--- src/assert_macros.svh ---
// ---------------------------------------------------------------------------
// Assertion macros shared by the RTL
// Concurrent checks clocked on clk and disabled while rst_n is low.
// ---------------------------------------------------------------------------
`ifndef ASSERT_MACROS_SVH
`define ASSERT_MACROS_SVH

// Condition holds at every clock edge out of reset
`define ASSERT_ALWAYS(label, cond, msg) \
  label: assert property (@(posedge clk) disable iff (!rst_n) (cond)) else $error(msg);

// Antecedent implies consequent in the same cycle
`define ASSERT_IMPLY(label, ante, cons, msg) \
  label: assert property (@(posedge clk) disable iff (!rst_n) (ante) |-> (cons)) \
    else $error(msg);

// Antecedent implies consequent in the next cycle
`define ASSERT_NEXT(label, ante, cons, msg) \
  label: assert property (@(posedge clk) disable iff (!rst_n) (ante) |=> (cons)) \
    else $error(msg);

`endif

--- src/rgdd_pkg.sv ---
// ---------------------------------------------------------------------------
// rgdd_pkg
// Item codes and field widths of the resource graph deadlock detector.
// ---------------------------------------------------------------------------
`default_nettype none

package rgdd_pkg;

  // Field widths of one input item
  localparam int FUNC_W = 2;
  localparam int PROC_W = 3;
  localparam int RES_W  = 3;

  // Stream payload widths, padded to whole bytes
  localparam int IN_DATA_W  = 8;
  localparam int OUT_DATA_W = 8;

  // Width used for node id arithmetic (holds resource id plus half offset)
  localparam int ID_W = 7;

  // Item kinds carried on in_tuser
  typedef enum logic [FUNC_W-1:0] {
    FUNC_REQUEST = 2'd0,
    FUNC_ASSIGN  = 2'd1,
    FUNC_CHECK   = 2'd2
  } func_t;

endpackage

`default_nettype wire

--- src/resource_graph_deadlock_detector_core.sv ---
// Edge items (request, assign): the row is read when the item is accepted and written back in
//   the next cycle; in_tready stays low during the write-back, so no item is taken meanwhile.
// Check items: each root tried, each node pushed (push, row load), each pop (pop, stack
//   reload) and each edge skipped takes its own steps; the search time is set by the single
//   read port of the edge row memory and of the search stack memory.
// Reset (rst_n low, synchronous) clears all row valid bits, so the graph starts empty.
// ---------------------------------------------------------------------------
// resource_graph_deadlock_detector_core
// Keeps a process/resource allocation graph in a row memory and runs an
// iterative depth-first cycle search over all nodes on a check item.
// ---------------------------------------------------------------------------
`default_nettype none

`include "assert_macros.svh"

module resource_graph_deadlock_detector_core #(
  parameter int NODES = 16
) (
  input  wire logic                             clk,
  input  wire logic                             rst_n,
  // Input stream
  input  wire logic                             in_tvalid,
  output logic                                  in_tready,
  input  wire logic [rgdd_pkg::IN_DATA_W-1:0]   in_tdata,  // [2:0] process_id, [5:3] resource_id
  input  wire logic [rgdd_pkg::FUNC_W-1:0]      in_tuser,  // [1:0] func
  // Result stream
  output logic                                  out_tvalid,
  input  wire logic                             out_tready,
  output logic [rgdd_pkg::OUT_DATA_W-1:0]       out_tdata  // [0] deadlock
);

  import rgdd_pkg::*;

  localparam int NW = (NODES > 1) ? $clog2(NODES) : 1;
  localparam int DW = $clog2(NODES + 1);
  localparam logic [ID_W-1:0] HALF_ID  = ID_W'(NODES / 2);
  localparam logic [ID_W-1:0] NODES_ID = ID_W'(NODES);
  localparam logic [DW-1:0]   NODES_D  = DW'(NODES);

  typedef struct packed {
    logic [NW-1:0]    node;
    logic [NODES-1:0] rem;
  } stk_entry_t;

  typedef enum logic [2:0] {
    ST_IDLE,
    ST_EDGE_WR,
    ST_NEXT_ROOT,
    ST_LOAD,
    ST_SEARCH,
    ST_POP_WAIT,
    ST_FINISH
  } state_t;

  state_t           state_r;
  logic [NODES-1:0] seen_r;
  logic [NODES-1:0] onpath_r;
  logic [NODES-1:0] rem_r;
  logic [NW-1:0]    cur_v_r;
  logic [DW-1:0]    depth_r;
  logic [DW-1:0]    start_r;
  logic             flag_r;
  logic             out_tvalid_r;
  logic             out_flag_r;
  logic [NW-1:0]    ewr_from_r;
  logic [NW-1:0]    ewr_to_r;
  logic             ewr_ok_r;

  // Edge row memory with one valid bit per row
  logic [NODES-1:0] edge_mem [NODES];
  logic [NODES-1:0] edge_vld_r;
  logic [NODES-1:0] edge_rdata_r;
  logic             edge_rvld_r;
  logic [NW-1:0]    edge_raddr;
  logic             edge_we;
  logic [NODES-1:0] edge_row;

  // Search stack memory, entries below the cached top
  stk_entry_t       stk_mem [NODES];
  stk_entry_t       stk_rdata_r;
  stk_entry_t       stk_wdata;
  logic [NW-1:0]    stk_raddr;
  logic [NW-1:0]    stk_waddr;
  logic             stk_we;

  func_t            in_func;
  logic [ID_W-1:0]  proc_id;
  logic [ID_W-1:0]  res_id;
  logic             edge_ok;
  logic             in_xfer;
  logic             out_free;
  logic [NODES-1:0] low_bit;
  logic [NW-1:0]    low_idx;
  logic [DW-1:0]    depth_m1;
  logic [DW-1:0]    depth_m2;

  // Decode the incoming item
  always_comb begin
    in_func = func_t'(in_tuser);
    proc_id = ID_W'(in_tdata[PROC_W-1:0]);
    res_id  = ID_W'(in_tdata[PROC_W+RES_W-1:PROC_W]) + HALF_ID;
    edge_ok = (proc_id < HALF_ID) && (res_id < NODES_ID);
  end

  assign in_tready = (state_r == ST_IDLE);
  assign in_xfer   = in_tvalid && in_tready;
  assign out_free  = !out_tvalid_r || out_tready;

  // Pick the lowest remaining successor of the top node
  always_comb begin
    low_bit = rem_r & (~rem_r + NODES'(1));
    low_idx = '0;
    for (int i = 0; i < NODES; i++) begin
      if (low_bit[i]) begin
        low_idx = low_idx | NW'(i);
      end
    end
  end

  assign depth_m1 = depth_r - DW'(1);
  assign depth_m2 = depth_r - DW'(2);
  assign edge_row = edge_rvld_r ? edge_rdata_r : '0;

  // Memory address and write control
  always_comb begin
    edge_raddr = cur_v_r;
    edge_we    = 1'b0;
    stk_we     = 1'b0;
    stk_waddr  = depth_m1[NW-1:0];
    stk_raddr  = depth_m2[NW-1:0];
    stk_wdata.node = cur_v_r;
    stk_wdata.rem  = rem_r & ~low_bit;
    unique case (state_r)
      ST_IDLE: begin
        edge_raddr = (in_func == FUNC_ASSIGN) ? res_id[NW-1:0] : proc_id[NW-1:0];
      end
      ST_EDGE_WR: begin
        edge_we = ewr_ok_r;
      end
      ST_NEXT_ROOT: begin
        edge_raddr = start_r[NW-1:0];
      end
      ST_SEARCH: begin
        edge_raddr = low_idx;
        stk_we     = (rem_r != '0) && ((onpath_r & low_bit) == '0) &&
                     ((seen_r & low_bit) == '0);
      end
      default: begin
        edge_raddr = cur_v_r;
      end
    endcase
  end

  // Edge row memory: read every cycle, merge new edge on write
  always_ff @(posedge clk) begin
    edge_rdata_r <= edge_mem[edge_raddr];
    edge_rvld_r  <= edge_vld_r[edge_raddr];
    if (edge_we) begin
      edge_mem[ewr_from_r] <= edge_row | (NODES'(1) << ewr_to_r);
    end
  end

  // Row valid bits
  always_ff @(posedge clk) begin
    if (!rst_n) begin
      edge_vld_r <= '0;
    end else if (edge_we) begin
      edge_vld_r[ewr_from_r] <= 1'b1;
    end
  end

  // Search stack memory
  always_ff @(posedge clk) begin
    stk_rdata_r <= stk_mem[stk_raddr];
    if (stk_we) begin
      stk_mem[stk_waddr] <= stk_wdata;
    end
  end

  // Control sequencer and result register
  always_ff @(posedge clk) begin
    if (!rst_n) begin
      state_r      <= ST_IDLE;
      out_tvalid_r <= 1'b0;
      depth_r      <= '0;
      seen_r       <= '0;
      onpath_r     <= '0;
      start_r      <= '0;
      flag_r       <= 1'b0;
      ewr_ok_r     <= 1'b0;
    end else begin
      // Drop the result once transferred; the finish state loads the next one
      if (out_tvalid_r && out_tready && (state_r != ST_FINISH)) begin
        out_tvalid_r <= 1'b0;
      end
      unique case (state_r)
        ST_IDLE: begin
          if (in_xfer) begin
            priority case (in_func)
              FUNC_REQUEST: begin
                ewr_from_r <= proc_id[NW-1:0];
                ewr_to_r   <= res_id[NW-1:0];
                ewr_ok_r   <= edge_ok;
                state_r    <= ST_EDGE_WR;
              end
              FUNC_ASSIGN: begin
                ewr_from_r <= res_id[NW-1:0];
                ewr_to_r   <= proc_id[NW-1:0];
                ewr_ok_r   <= edge_ok;
                state_r    <= ST_EDGE_WR;
              end
              FUNC_CHECK: begin
                seen_r   <= '0;
                onpath_r <= '0;
                depth_r  <= '0;
                start_r  <= '0;
                state_r  <= ST_NEXT_ROOT;
              end
              default: begin
                state_r <= ST_IDLE;
              end
            endcase
          end
        end
        ST_EDGE_WR: begin
          state_r <= ST_IDLE;
        end
        ST_NEXT_ROOT: begin
          // Try the next unseen node as a search root
          if (start_r == NODES_D) begin
            flag_r  <= 1'b0;
            state_r <= ST_FINISH;
          end else if (seen_r[start_r[NW-1:0]]) begin
            start_r <= start_r + DW'(1);
          end else begin
            cur_v_r  <= start_r[NW-1:0];
            seen_r   <= seen_r | (NODES'(1) << start_r[NW-1:0]);
            onpath_r <= onpath_r | (NODES'(1) << start_r[NW-1:0]);
            depth_r  <= DW'(1);
            start_r  <= start_r + DW'(1);
            state_r  <= ST_LOAD;
          end
        end
        ST_LOAD: begin
          rem_r   <= edge_row;
          state_r <= ST_SEARCH;
        end
        ST_SEARCH: begin
          if (rem_r == '0) begin
            // Pop the finished node
            onpath_r <= onpath_r & ~(NODES'(1) << cur_v_r);
            depth_r  <= depth_m1;
            state_r  <= (depth_r == DW'(1)) ? ST_NEXT_ROOT : ST_POP_WAIT;
          end else if ((onpath_r & low_bit) != '0) begin
            // Back edge onto the current path
            flag_r  <= 1'b1;
            state_r <= ST_FINISH;
          end else if ((seen_r & low_bit) != '0) begin
            rem_r <= rem_r & ~low_bit;
          end else begin
            // Push the successor, its row arrives next cycle
            cur_v_r  <= low_idx;
            seen_r   <= seen_r | low_bit;
            onpath_r <= onpath_r | low_bit;
            depth_r  <= depth_r + DW'(1);
            state_r  <= ST_LOAD;
          end
        end
        ST_POP_WAIT: begin
          cur_v_r <= stk_rdata_r.node;
          rem_r   <= stk_rdata_r.rem;
          state_r <= ST_SEARCH;
        end
        ST_FINISH: begin
          if (out_free) begin
            out_tvalid_r <= 1'b1;
            out_flag_r   <= flag_r;
            state_r      <= ST_IDLE;
          end
        end
        default: begin
          state_r <= ST_IDLE;
        end
      endcase
    end
  end

  assign out_tvalid = out_tvalid_r;
  assign out_tdata  = OUT_DATA_W'(out_flag_r);

  // Checks
  `ASSERT_ALWAYS(a_depth_bound, depth_r <= NODES_D, "search stack deeper than node count")
  `ASSERT_ALWAYS(a_path_in_seen, (onpath_r & ~seen_r) == '0, "path node not marked seen")
  `ASSERT_IMPLY(a_path_count, state_r == ST_SEARCH, $countones(onpath_r) == int'(depth_r),
    "path mask does not match stack depth")
  `ASSERT_NEXT(a_check_clear, in_xfer && (in_func == FUNC_CHECK),
    (seen_r == '0) && (depth_r == '0), "check did not clear search state")

endmodule

`default_nettype wire
--- config.mk ---
export PLATFORM = sky130hd
export DESIGN_NAME = resource_graph_deadlock_detector_core
export DESIGN_NICKNAME = d
export VERILOG_FILES = /design/src/rgdd_pkg.sv /design/src/resource_graph_deadlock_detector_core.sv
export VERILOG_INCLUDE_DIRS = /design/src /design/src/src
export SDC_FILE = /design/constraint.sdc
export NUM_CORES = 1
export LEC_CHECK = 0
export BUFFER_PORTS_ARGS = -buffer_cell sky130_fd_sc_hd__buf_2
export CORE_ASPECT_RATIO = 1.2
export CORE_MARGIN = 2
export CORE_UTILIZATION = 43
export DETAILED_ROUTE_END_ITERATION = 8
export REMOVE_ABC_BUFFERS = 1
export SYNTH_ARGS = -nofsm -noshare
export SYNTH_HDL_FRONTEND = slang
export SYNTH_SLANG_ARGS = --single-unit
--- constraint.sdc ---
create_clock -name clk -period 6.75 [get_ports clk]
set_input_delay 1.0125 -clock clk [delete_from_list [all_inputs] [get_ports clk]]
set_output_delay 1.0125 -clock clk [all_outputs]
set_load 0.05 [all_outputs]
==> run metrics, run 1 <==
top-count cell post-synth edfxtp_1; layout cells sized above 1 between 10% and 20%; CP arrival ~4.9 ns; vias in the first global route 16,958; Yosys top cell by area edfxtp_1; WL per Instance around 25 um; Sw Ratio between 20% and 30%; top_reg_cell synth edfxtp_1; post-synthesis sequential area ratio a little over two thirds; Fmax 0.216 GHz; Lkg Pwr 10.4 nW; area grow syn2layout 12.4%; NetSw between 2 and 2.5 mW; largest cells by area after synthesis edfxtp_1 62%, mux4_2 7.9%, dfxtp_1 7.1%, nand2_1 4.3%, nor2_1 1.5%; Inst Count DP 2,765; Power per Cell Area approximately 310 nW/um^2; CTS Buffer Depth 3; height of the die between 200 and 300 um; cts bufs inserted ~70; mapped cell area around 28,000 sq um; Post-Route WL 72,200 um; reg-to-reg setup timing slack between 2 and 2.5 ns; Worst Path Max Fanout 17; Setup TNS Final 0 ns; Post CTS Setup Buffer Count 0; run status finished clean; CTS root buffer clkbuf_16; Worst Setup End Kind register; Pint between 7 and 8 mW; part of the power in the clock network between 30% and 40%; Initial Util between 40% and 50%; CP Class register to register; Gate power share 12.1%; die width about 240 um; clock latency on the worst-skew pair 0.60 ns; largest net degree at the start of global routing 137; fin crit share around two thirds; share of the synthesized area in the top cell type between 60 and 70%; Req. time, crit path 7.00 ns; Post-Syn Instances about 2,000; num rows 103; die area between 60,000 and 70,000 sq um; Max Cap Viol 0; Slew Viols, Final 0; GPL Wtd Cong 0.870; CTS tree yes; io pins 24; asr flop ratio synth 0%; Worst-path clk slew roughly 0.06 ns; syn_area_per_cell 14.5 sq um; PortBufs 14; final non-filler cell total approximately 2,900; residual DRC count 0; initial antenna violation count 1; Period minus WS final ~4.6 ns; Cell Area, Placed approximately 30,000 sq um; nets@finish 2,026; Global Route Usage Sum 21.3%; count of different cell masters after synthesis 81; DR vias/cell 5.94; first-pass GRT wire length 107,000 um; Tightest Pin Transition 1.29 ns; Tightest Hold Check Type register to register; VDD IR max 0.187 mV; first-pass iteration count of the detailed router 6; DP HPWL 42,000 um; post-route ant nets 0; YS warnings 0; Slew HR a little over an eighth; Startpoint Class register; number of H-tree levels 3; clk sinks about 690; RSZ-0062 raised after global routing false; core area ~65,000 sq um; Seq cells post-synth about 690; Post-synth EDFFs roughly 590; vias between 15,000 and 20,000; final instance area roughly 32,000 sq um; sequential fraction of design power 50.1%; Synth top cells by count 589 x edfxtp_1, 327 x nand2_1, 117 x nor2_1; ANT cells 0; GRT overflow 0; Post-CTS Hold Fix Bufs 0; Final Setup Violations 0; DR iter-0 viols approximately 1,700; Worst Skew between 0.02 and 0.025 ns; Hold Vio Cnt, Final 0; CTS resizes 0
logic make-up (layout without fill, tap and decap cells):
group                    Yosys count  count (layout)  share of synthesized area, %
buffers and inverters            150             234                          2.29
other                              1               7                        0.0132
AO/OA/AOI/OAI                    329             329                          8.13
AND/OR/NAND/NOR                  640             640                          10.2
flip-flops                       689             689                          69.4
adder cells (fa/ha/maj)           15              15                         0.662
XOR/XNOR                          10              10                         0.309
multiplexers                     128             128                          8.94
critical path: stages (launching register included):
cell and delay, ns:
edfxtp_1 0.77, nor4_2 0.07, buf_4 0.20, nand4b_1 0.29, nor3_1 0.14, a2111oi_1 0.62, nand3_1 0.41, nor3_1 0.77
nand2_1 0.36, nor2_2 0.24, buf_4 0.38
flip-flops by register name, summed over array words and instances (netlist names), 3 cells and up:
signal / count
cur_v_r: 4
depth_r: 5
edge_mem: 256
edge_rdata_r: 16
edge_vld_r: 16
ewr_from_r: 4
ewr_to_r: 4
onpath_r: 16
rem_r: 16
seen_r: 16
start_r: 5
state_r: 3
stk_mem: 304
stk_rdata_r: 19
power by group through the flow:
stage	combinational (mW)	clock (mW)	sequential, mW
5_1_grt	1.31	3.99	4.98
3_5_place_dp	1.20	0	5.06
3_3_place_gp	1.18	0	5.06
6_report	1.20	3.76	4.97
2_1_floorplan	0.776	0	5.02
4_1_cts	1.21	3.83	4.97
cell type report:
type,instances,area (sq um)
clock buffers,104,1950
clock inverters,22,253
fillers,5572,33600
inverters,19,71.3
multi-input cells,1129,8210
flip-flops and latches,689,19700
well taps,840,1050
repair buffers,89,652
layer usage:
layer  vias to the layer above  wire length (um)  track usage (%)
li1                       7610                 -                -
met3                       166              4670             3.35
met4                         2              2810             9.34
met1                      8729             29700             28.6
met2                       676             35100             34.4
met5                         -                 8                0
stage by stage:
stage	total power, mW	hold slack [ns]	setup WS, ns	utilization [%]
5_1_grt	10.3	0.458	2.04	48.7
6_report	9.93	0.439	2.13	48.7
3_5_place_dp	6.26	0.423	2.31	45.3
3_3_place_gp	6.24	0.422	2.40	45.3
2_1_floorplan	5.79	0.409	0.686	-
4_1_cts	10.0	0.438	2.28	48.7
cells in the final DEF, fill, tap and decap left out, drive strengths merged, types with 5 or more instances in the layout:
| master | n |
|---|---|
| nand2 | 328 |
| xor2 | 6 |
| and3 | 27 |
| conb | 7 |
| nor4 | 18 |
| nor2 | 118 |
| a221oi | 5 |
| nor3 | 20 |
| a21o | 10 |
| nor4b | 7 |
| o21a | 5 |
| a32o | 33 |
| clkinv | 16 |
| o21ai | 67 |
| mux2i | 25 |
| a211oi | 34 |
| dfxtp | 100 |
| a21oi | 55 |
| a31oi | 49 |
| buf | 88 |
| edfxtp | 589 |
| a31o | 17 |
| nor2b | 9 |
| nand3b | 6 |
| and2 | 25 |
| nand4 | 7 |
| clkbuf | 105 |
| a2111oi | 7 |
| or2 | 5 |
| inv | 19 |
| o221ai | 8 |
| nand3 | 42 |
| mux4 | 100 |
| nand2b | 15 |
| ha | 15 |
worst paths after layout:
kind | startpoint | endpoint | cells after the start
max | rem_r[0]$_SDFFCE_PN0P_ | stk_mem[15][4]$_DFFE_PP_ | 10
max reg2reg | rem_r[0]$_SDFFCE_PN0P_ | stk_mem[15][4]$_DFFE_PP_ | 10
min | flag_r$_SDFFE_PN0P_ | out_flag_r$_DFFE_PP_ | 0
min reg2reg | flag_r$_SDFFE_PN0P_ | out_flag_r$_DFFE_PP_ | 0
Note: power is estimated with default switching activity, not from simulation.
==> run 2: changes to the inputs <==
- clock period: 6.75 -> 4.69 ns (I/O delays scaled with it)
==> run metrics, run 2 (synthesis results as in run 1) <==
run status finished clean; initial antenna violation count 1; pre-CTS setup slack 0.789 ns; Worst Path Max Fanout 13; PortBufs 14; WL per Instance roughly 24 um; Tightest Pin Transition ~1.3 ns; Period minus WS final 4.01 ns; nets@finish 2,047; Hold Vio Cnt, Final 0; GRT Max-Usage Layer met2; Power per Cell Area around 450 nW/um^2; Largest register FFs about 300; final instance area about 32,000 sq um; Final WS setup just under 0.7 ns; GRT overflow 0; number of H-tree levels 3; Cell Area, Placed 29,900 sq um; Slew Viols, Final 0; CP arrival between 4 and 5 ns; CTS tree yes; CTS Buffer Depth 3; Slew HR around 15%; GR Util met2 a little over a third; Startpoint Class register; most frequent cells in the layout 589 x edfxtp_1, 327 x nand2_1, 100 x mux4_2; die area roughly 70,000 sq um; fin crit share 85.6%; RSZ-0062 raised after global routing false; Post CTS Setup Buffer Count 0; clk sinks 689; DP HPWL roughly 45,000 um; vias in the first global route 16,865; layout cells sized above 1 between 10% and 20%; top flop regs stk_mem: 304 flops, edge_mem: 256 flops, stk_rdata_r: 19 flops; final non-filler cell total about 2,900; Biggest register stk_mem; Tightest Hold Check Type input pin to register; Lkg Pwr about 11 nW; vias about 17,000; Post-CTS Hold Fix Bufs 0; Final Setup Violations 0; M1 GR Usage between 20% and 30%; io pins 24; post-route ant nets 0; ANT cells 0; Setup TNS Final 0 ns; met3 Use GR approximately 3%; Worst Skew around 0.038 ns; area grow syn2layout 13.5%; DR vias/cell a little under 6; Global Route Usage Sum between 20% and 30%; Inst Count DP between 2,000 and 3,000; Post-Route WL 71,200 um; Worst Setup End Kind register; CTS resizes 0; residual DRC count 0; DR iter-0 viols 1,550; GPL Wtd Cong about 0.89; Fmax ~0.25 GHz; clock latency on the worst-skew pair a little over 0.6 ns; CTS root buffer clkbuf_16; VDD IR max between 0.2 and 0.3 mV; num rows ~100; most common cell after layout, fill and taps aside edfxtp_1; CP Class register to register; cts bufs inserted 68; core area roughly 65,000 sq um; first-pass iteration count of the detailed router 5; largest net degree at the start of global routing between 60 and 70; die width between 200 and 250 um; first-pass GRT wire length 107,000 um; Worst-path clk slew roughly 0.07 ns; Max Cap Viol 0; Initial Util between 40 and 50%; height of the die about 290 um; Req. time, crit path about 5.3 ns
[run 2: cell count changes in the layout (fill, tap and decap cells not counted), moves of 2 or more]
cell | before | now
clkbuf_1 | 27 | 12
clkbuf_8 | 8 | 1
buf_4 | 73 | 93
clkinv_1 | 4 | 8
clkinv_2 | 8 | 11
nor2_2 | 29 | 31
inv_16 | 0 | 2
buf_12 | 1 | 4
clkinvlp_4 | 2 | 4
bufinv_16 | 4 | 9
[run 2: worst max-delay path, stage by stage (launching register included)]
cell	delay (ns)
edfxtp_1	0.55
nor4_2	0.86
nand4_1	0.41
o2111ai_1	0.48
o31ai_4	0.24
and2_1	0.53
a32o_1	0.35
nor4_1	0.36
a31o_1	0.15
[run 2: final timing paths]
path	startpoint	endpoint	slack, ns	cells past startpoint
setup reg to reg	rem_r[3]$_DFFE_PP_	edge_rdata_r[13]$_DFF_P_	0.68	8
setup / recovery	rem_r[3]$_DFFE_PP_	edge_rdata_r[13]$_DFF_P_	0.68	8
hold reg to reg	flag_r$_SDFFE_PN0P_	out_flag_r$_DFFE_PP_	0.46	0
hold / removal	in_tdata[4]	ewr_to_r[1]$_DFFE_PP_	0.38	3
[run 2: stage by stage]
stage	total power, mW	util [%]	hold slack (ns)
4_1_cts	14.7	49.2	0.354
5_1_grt	15.1	49.2	0.380
2_1_floorplan	8.34	-	0.409
3_3_place_gp	9.08	45.6	0.419
3_5_place_dp	9.10	45.6	0.429
6_report	14.6	49.2	0.384
[run 2: area by class of cell]
cell class	instances	area [sq um]
fill	5544	33300
sequential	689	19700
multi-input combinational	1129	8200
clock buffer	83	1810
tap	840	1050
timing repair buffer	111	848
clock inverter	38	504
inverter	19	71.3
[run 2: metal layers]
layer	vias up	routed length (um)
li1	7639	-
met5	-	0
met1	8761	30600
met2	518	34700
met3	135	3830
met4	0	2070
[run 2: where the power goes]
group	switching (mW)	internal (mW)
registers	0.154	6.97
clock network	2.35	3.29
logic	1.17	0.674
total	3.68	10.9
